--- src/rtl/assert_macros.svh ---
// Assertion macros shared by the framer RTL.
`ifndef ASSERT_MACROS_SVH
`define ASSERT_MACROS_SVH

// Check a property at every rising edge outside reset.
`define CRCFB_ASSERT(lbl, clk_i, rst_i, prop) \
  lbl: assert property (@(posedge clk_i) disable iff (rst_i) (prop)) \
    else $error("crcfb assertion failed");

// Check that a trigger is followed in the next cycle by an outcome.
`define CRCFB_ASSERT_NEXT(lbl, clk_i, rst_i, trig, outc) \
  lbl: assert property (@(posedge clk_i) disable iff (rst_i) (trig) |=> (outc)) \
    else $error("crcfb assertion failed");

`endif

--- src/rtl/crcfb_pkg.sv ---
// Types, constants and the CRC byte update shared by the framer modules.
package crcfb_pkg;

  // Byte position that marks a complete frame
  localparam logic [3:0] POS_DONE = 4'd15;
  // Most result items one input item can produce
  localparam int RES_MAX = 3;
  // Result queue depth
  localparam int QDEPTH = 4;
  localparam int QPTR_W = $clog2(QDEPTH);
  localparam int QCNT_W = $clog2(QDEPTH + 1);

  // Frame modes latched at frame start
  localparam logic MODE_TX = 1'b0;
  localparam logic MODE_RX = 1'b1;

  typedef struct packed {
    logic [7:0]  out_byte;
    logic        byte_present;
    logic        frame_done;
    logic        crc_match;
    logic [15:0] crc_word;
  } crcfb_result_t;

  typedef struct packed {
    logic not_empty;
    logic has_room;
  } crcfb_qstat_t;

  // One byte-wise CRC-16 update; crc holds high byte in 15:8, low byte in 7:0
  function automatic logic [15:0] crc_feed(input logic [15:0] crc, input logic [7:0] d);
    logic [7:0] t;
    logic [7:0] lo;
    logic [7:0] hi;
    t  = d ^ crc[7:0];
    t  = t ^ (t << 4);
    lo = crc[15:8] ^ (t << 3) ^ (t >> 4);
    hi = t ^ (t >> 5);
    return {hi, lo};
  endfunction

endpackage

--- src/rtl/crcfb_rfifo.sv ---
// Result queue: takes up to three result items per cycle, delivers one per cycle.
`include "assert_macros.svh"
module crcfb_rfifo
  import crcfb_pkg::*;
(
  input  logic                clk,
  input  logic                rst,
  input  logic [1:0]          push_cnt,
  input  crcfb_result_t       push_data [RES_MAX],
  input  logic                pop,
  output crcfb_result_t       head,
  output crcfb_qstat_t        stat
);

  crcfb_result_t     mem [QDEPTH];
  logic [QPTR_W-1:0] wptr;
  logic [QPTR_W-1:0] rptr;
  logic [QCNT_W-1:0] count;
  logic [QCNT_W-1:0] count_next;

  // Track occupancy
  always_comb begin
    count_next = count + QCNT_W'(push_cnt) - QCNT_W'(pop);
  end

  // Advance pointers and count
  always_ff @(posedge clk) begin
    if (rst) begin
      wptr  <= '0;
      rptr  <= '0;
      count <= '0;
    end else begin
      wptr  <= wptr + QPTR_W'(push_cnt);
      rptr  <= rptr + QPTR_W'(pop);
      count <= count_next;
    end
  end

  // Store pushed items in order
  always_ff @(posedge clk) begin
    for (int k = 0; k < RES_MAX; k++) begin
      if (2'(k) < push_cnt) begin
        mem[wptr + QPTR_W'(k)] <= push_data[k];
      end
    end
  end

  assign head           = mem[rptr];
  assign stat.not_empty = (count != '0);
  assign stat.has_room  = (count <= QCNT_W'(QDEPTH - RES_MAX));

  `CRCFB_ASSERT(a_count_bound, clk, rst, count <= QCNT_W'(QDEPTH))
  `CRCFB_ASSERT(a_no_overflow, clk, rst, (push_cnt == 2'd0) || (QCNT_W'(push_cnt) + count - QCNT_W'(pop) <= QCNT_W'(QDEPTH)))
  `CRCFB_ASSERT(a_no_underflow, clk, rst, !pop || stat.not_empty)
  `CRCFB_ASSERT_NEXT(a_drain, clk, rst, pop && (count == QCNT_W'(1)) && (push_cnt == 2'd0), count == '0)

endmodule

--- config.mk ---
export PLATFORM = sky130hd
export DESIGN_NAME = crcfb_rfifo
export DESIGN_NICKNAME = d
export VERILOG_FILES = /design/src/rtl/crcfb_pkg.sv /design/src/rtl/crcfb_rfifo.sv
export VERILOG_INCLUDE_DIRS = /design/src /design/src/rtl
export SDC_FILE = /design/constraint.sdc
export NUM_CORES = 1
export LEC_CHECK = 0
export BUFFER_PORTS_ARGS = -buffer_cell sky130_fd_sc_hd__buf_4
export CAP_MARGIN = 40
export CORE_MARGIN = 5
export CORE_UTILIZATION = 39
export DETAILED_ROUTE_END_ITERATION = 6
export PLACE_DENSITY_LB_ADDON = 0.12
export SLEW_MARGIN = 20
export SYNTH_ARGS = -nofsm -noshare
export SYNTH_HDL_FRONTEND = slang
export SYNTH_SLANG_ARGS = --single-unit
--- constraint.sdc ---
create_clock -name clk -period 3.1 [get_ports clk]
set_input_delay 0.155 -clock clk [delete_from_list [all_inputs] [get_ports clk]]
set_output_delay 0.155 -clock clk [all_outputs]
set_load 0.1 [all_outputs]
==> impl_metrics.env <==
export IMPL_synth_nets=767
export IMPL_synthesis_instances=675
export IMPL_status="complete, but fails checks"
export IMPL_synth_area_top_cells="edfxtp_1 (49%), nand2_1 (12%), a31oi_1 (10%), mux4_2 (9.2%), nor2_1 (6.5%)"
export IMPL_io_buffers=114
export IMPL_crit_fanout=16
export IMPL_synth_warnings=0
export IMPL_crit_buf_inv=2
export IMPL_clock_latency_ns=0.41
export IMPL_rows=47
export IMPL_numCtsBuffers=17
export IMPL_grt_overflow_total=0
export IMPL_die_y_um=140
export IMPL_tightest_slew_ns=0.817
export IMPL_r2r_start="wptr[1]"
export IMPL_synth_top_cell_by_area="edfxtp_1"
export IMPL_r2r_setup_slack_ns=0.69
export IMPL_routed_wl_mm=20.8
export IMPL_drtIter0Drc=574
export IMPL_grt_usage_pct=21.2
export IMPL_io_pins=115
export IMPL_utilization_pct=49.7
export IMPL_period_needed_ns=2.41
export IMPL_r2r_end="mem[3][9]"
export IMPL_ir_drop_mv=0.480
export IMPL_violations="DRC"
export IMPL_synth_most_common_cell="nand2_1"
export IMPL_routedWlPerCell_um=20.7
export IMPL_synth_ff_type="edfxtp_1"
export IMPL_critPathLaunchType="flop"
export IMPL_area_growth_pct=24.7
export IMPL_skew_ns=0.00706
export IMPL_antenna_left=0
export IMPL_yosysSeqAreaShare_pct=51.2
export IMPL_cpLargestDelayFamily="flip-flops"
export IMPL_crit_path_end_kind="flop"
export IMPL_antenna_found_initial=0
export IMPL_synth_top_cell_area_share_pct=49.1
export IMPL_rsz0062_at_grt="no"
export IMPL_numClockSinks=115
export IMPL_worstSetupEndpoint="mem[3][9]"
export IMPL_cts_path_max_buffers=2
export IMPL_gp_congestion=0.770
export IMPL_p_per_area_mw_per_mm2=696
export IMPL_min_path_type="in2reg"
export IMPL_relSlewSlack_pct=45.5
export IMPL_first_pass_iters=7
export IMPL_cts_tree="built"
export IMPL_start_util_pct=39.9
export IMPL_maxCapViolCount=0
export IMPL_power_mw=5.74
export IMPL_nNetsFinal=863
export IMPL_ys_ff_latch=115
export IMPL_min_period_over_period_pct=77.8
export IMPL_core_area_mm2=0.0166
export IMPL_cpPeakStageDelay_ns=0.83
export IMPL_worst_ep_required_time_ns=3.18
export IMPL_n_antenna_cell=0
export IMPL_htree_levels=4
export IMPL_viasPerCell=5.69
export IMPL_die_area_mm2=0.0197
export IMPL_arrival_ns=2.49
export IMPL_dp_cells=969
export IMPL_hold_viol_final=0
export IMPL_drcViolationCount=1
export IMPL_fin_ws_ns=0.688
export IMPL_drv_slew=0
export IMPL_synth_distinct_cells=31
export IMPL_clkSlewWorstSetupHoldPaths_ns=0.05
export IMPL_hpwl_mm=12.5
export IMPL_avgSynthCellArea_um2=9.79
export IMPL_p_leak_nw=3.28
export IMPL_synth_edf_count=108
export IMPL_pre_cts_ws_ns=0.679
export IMPL_fmax_mhz=415
export IMPL_setup_viol=0
export IMPL_slowest_stage="dfxtp_1"
export IMPL_syn_cell_area_mm2=0.00661
export IMPL_vias=5710
export IMPL_drive_gt1_share_pct=25.5
export IMPL_async_flop_share_pct=0
export IMPL_instances_no_fill=1004
export IMPL_grt_pass1_vias=5498
export IMPL_die_w_um=140
export IMPL_crit_chain="inv_1, o21ai_4, buf_4"
export IMPL_crit_start="wptr[1]"
export IMPL_setup_tns_ns=0
export IMPL_synth_commonest_cells="nand2_1 (217), nor2_1 (115), a31oi_1 (108), edfxtp_1 (108), buf_2 (29)"
export IMPL_worstRegToRegCells=3
export IMPL_cts_resized=0
export IMPL_grt_max_degree=55
export IMPL_root_buffer="clkbuf_16"
export IMPL_grt_first_pass_wirelength_mm=31.6
export IMPL_path_depth=3
export IMPL_path_class="reg2reg"
layout by cell type (no fill, tap or decap), drive strengths merged, types with 4 or more instances in the layout:
cell / n
mux4: 27
buf: 128
dfxtp: 7
clkbuf: 27
nor2b: 4
xnor2: 4
nand2: 217
a31oi: 108
clkinv: 5
ha: 5
inv: 7
edfxtp: 108
nor2: 115
metal layers:
metal / wire (um) / part of all wire (%) / global-route usage (%) / vias up
met3: 1870 / 9.0 / 4.46 / 36
met4: 385 / 1.8 / 7.19 / 0
met2: 10300 / 49 / 34.8 / 304
li1: - / - / - / 2616
met1: 8310 / 40 / 28.0 / 2754
met5: 0 / 0 / 0 / -
power by group:
group	switching, mW	total (mW)	internal [mW]
logic	1.32	1.86	0.535
registers	0.0888	2.09	2.00
clock network	0.650	1.79	1.14
state kept, by name (all words and copies together) (netlist names):
register,cells
rptr,2
count,3
mem,108
wptr,2
timing repair:
item | in CTS | in global routing
hold buffers | 1 | 0
endpoints found under the hold margin | 7 | 0
buffers inserted | 0 | 0
final cells by class:
class	instances	area [um^2]
sequential	115	3390
fill	1544	8340
tap	220	275
clock buffer	27	523
timing repair buffer	129	1060
clock inverter	5	25.0
inverter	7	26.3
multi-input combinational	501	2960
worst min path at each step:
stage | from | depth (start not counted) | endpoint
finish | pop | 3 | rptr[0]
floorplan | rst | 1 | count[0]
global placement | rst | 2 | rptr[1]
CTS | push_data[5] | 3 | mem[1][5]
global route | push_data[4] | 3 | mem[1][4]
detailed placement | rst | 2 | rptr[1]
worst register-to-register path, delay by kind of cell, from the launching register on:
family          cells  cell delay (ns)
buf+inv             2             0.70
flops               1             0.83
compound gates      1             0.54
through the flow:
stage | cell area (um^2) | hold slack, ns
finish | 8250 | 0.111
global route | 8250 | 0.120
CTS | 8210 | 0.116
detailed placement | 7650 | 0.379
global placement | 7580 | 0.373
floorplan | 6610 | 0.227
logic make-up (layout without fill, tap and decap cells):
kind of cell | count (synthesis) | in the layout | synth area share [%]
simple gates | 349 | 349 | 21.8
fa+ha+maj | 6 | 6 | 1.25
buf+inv | 59 | 168 | 5.09
mux | 27 | 27 | 9.20
xor+xnor | 5 | 5 | 0.662
flops | 115 | 115 | 51.2
compound gates | 114 | 114 | 10.8
Note: power is estimated with default switching activity, not from simulation.
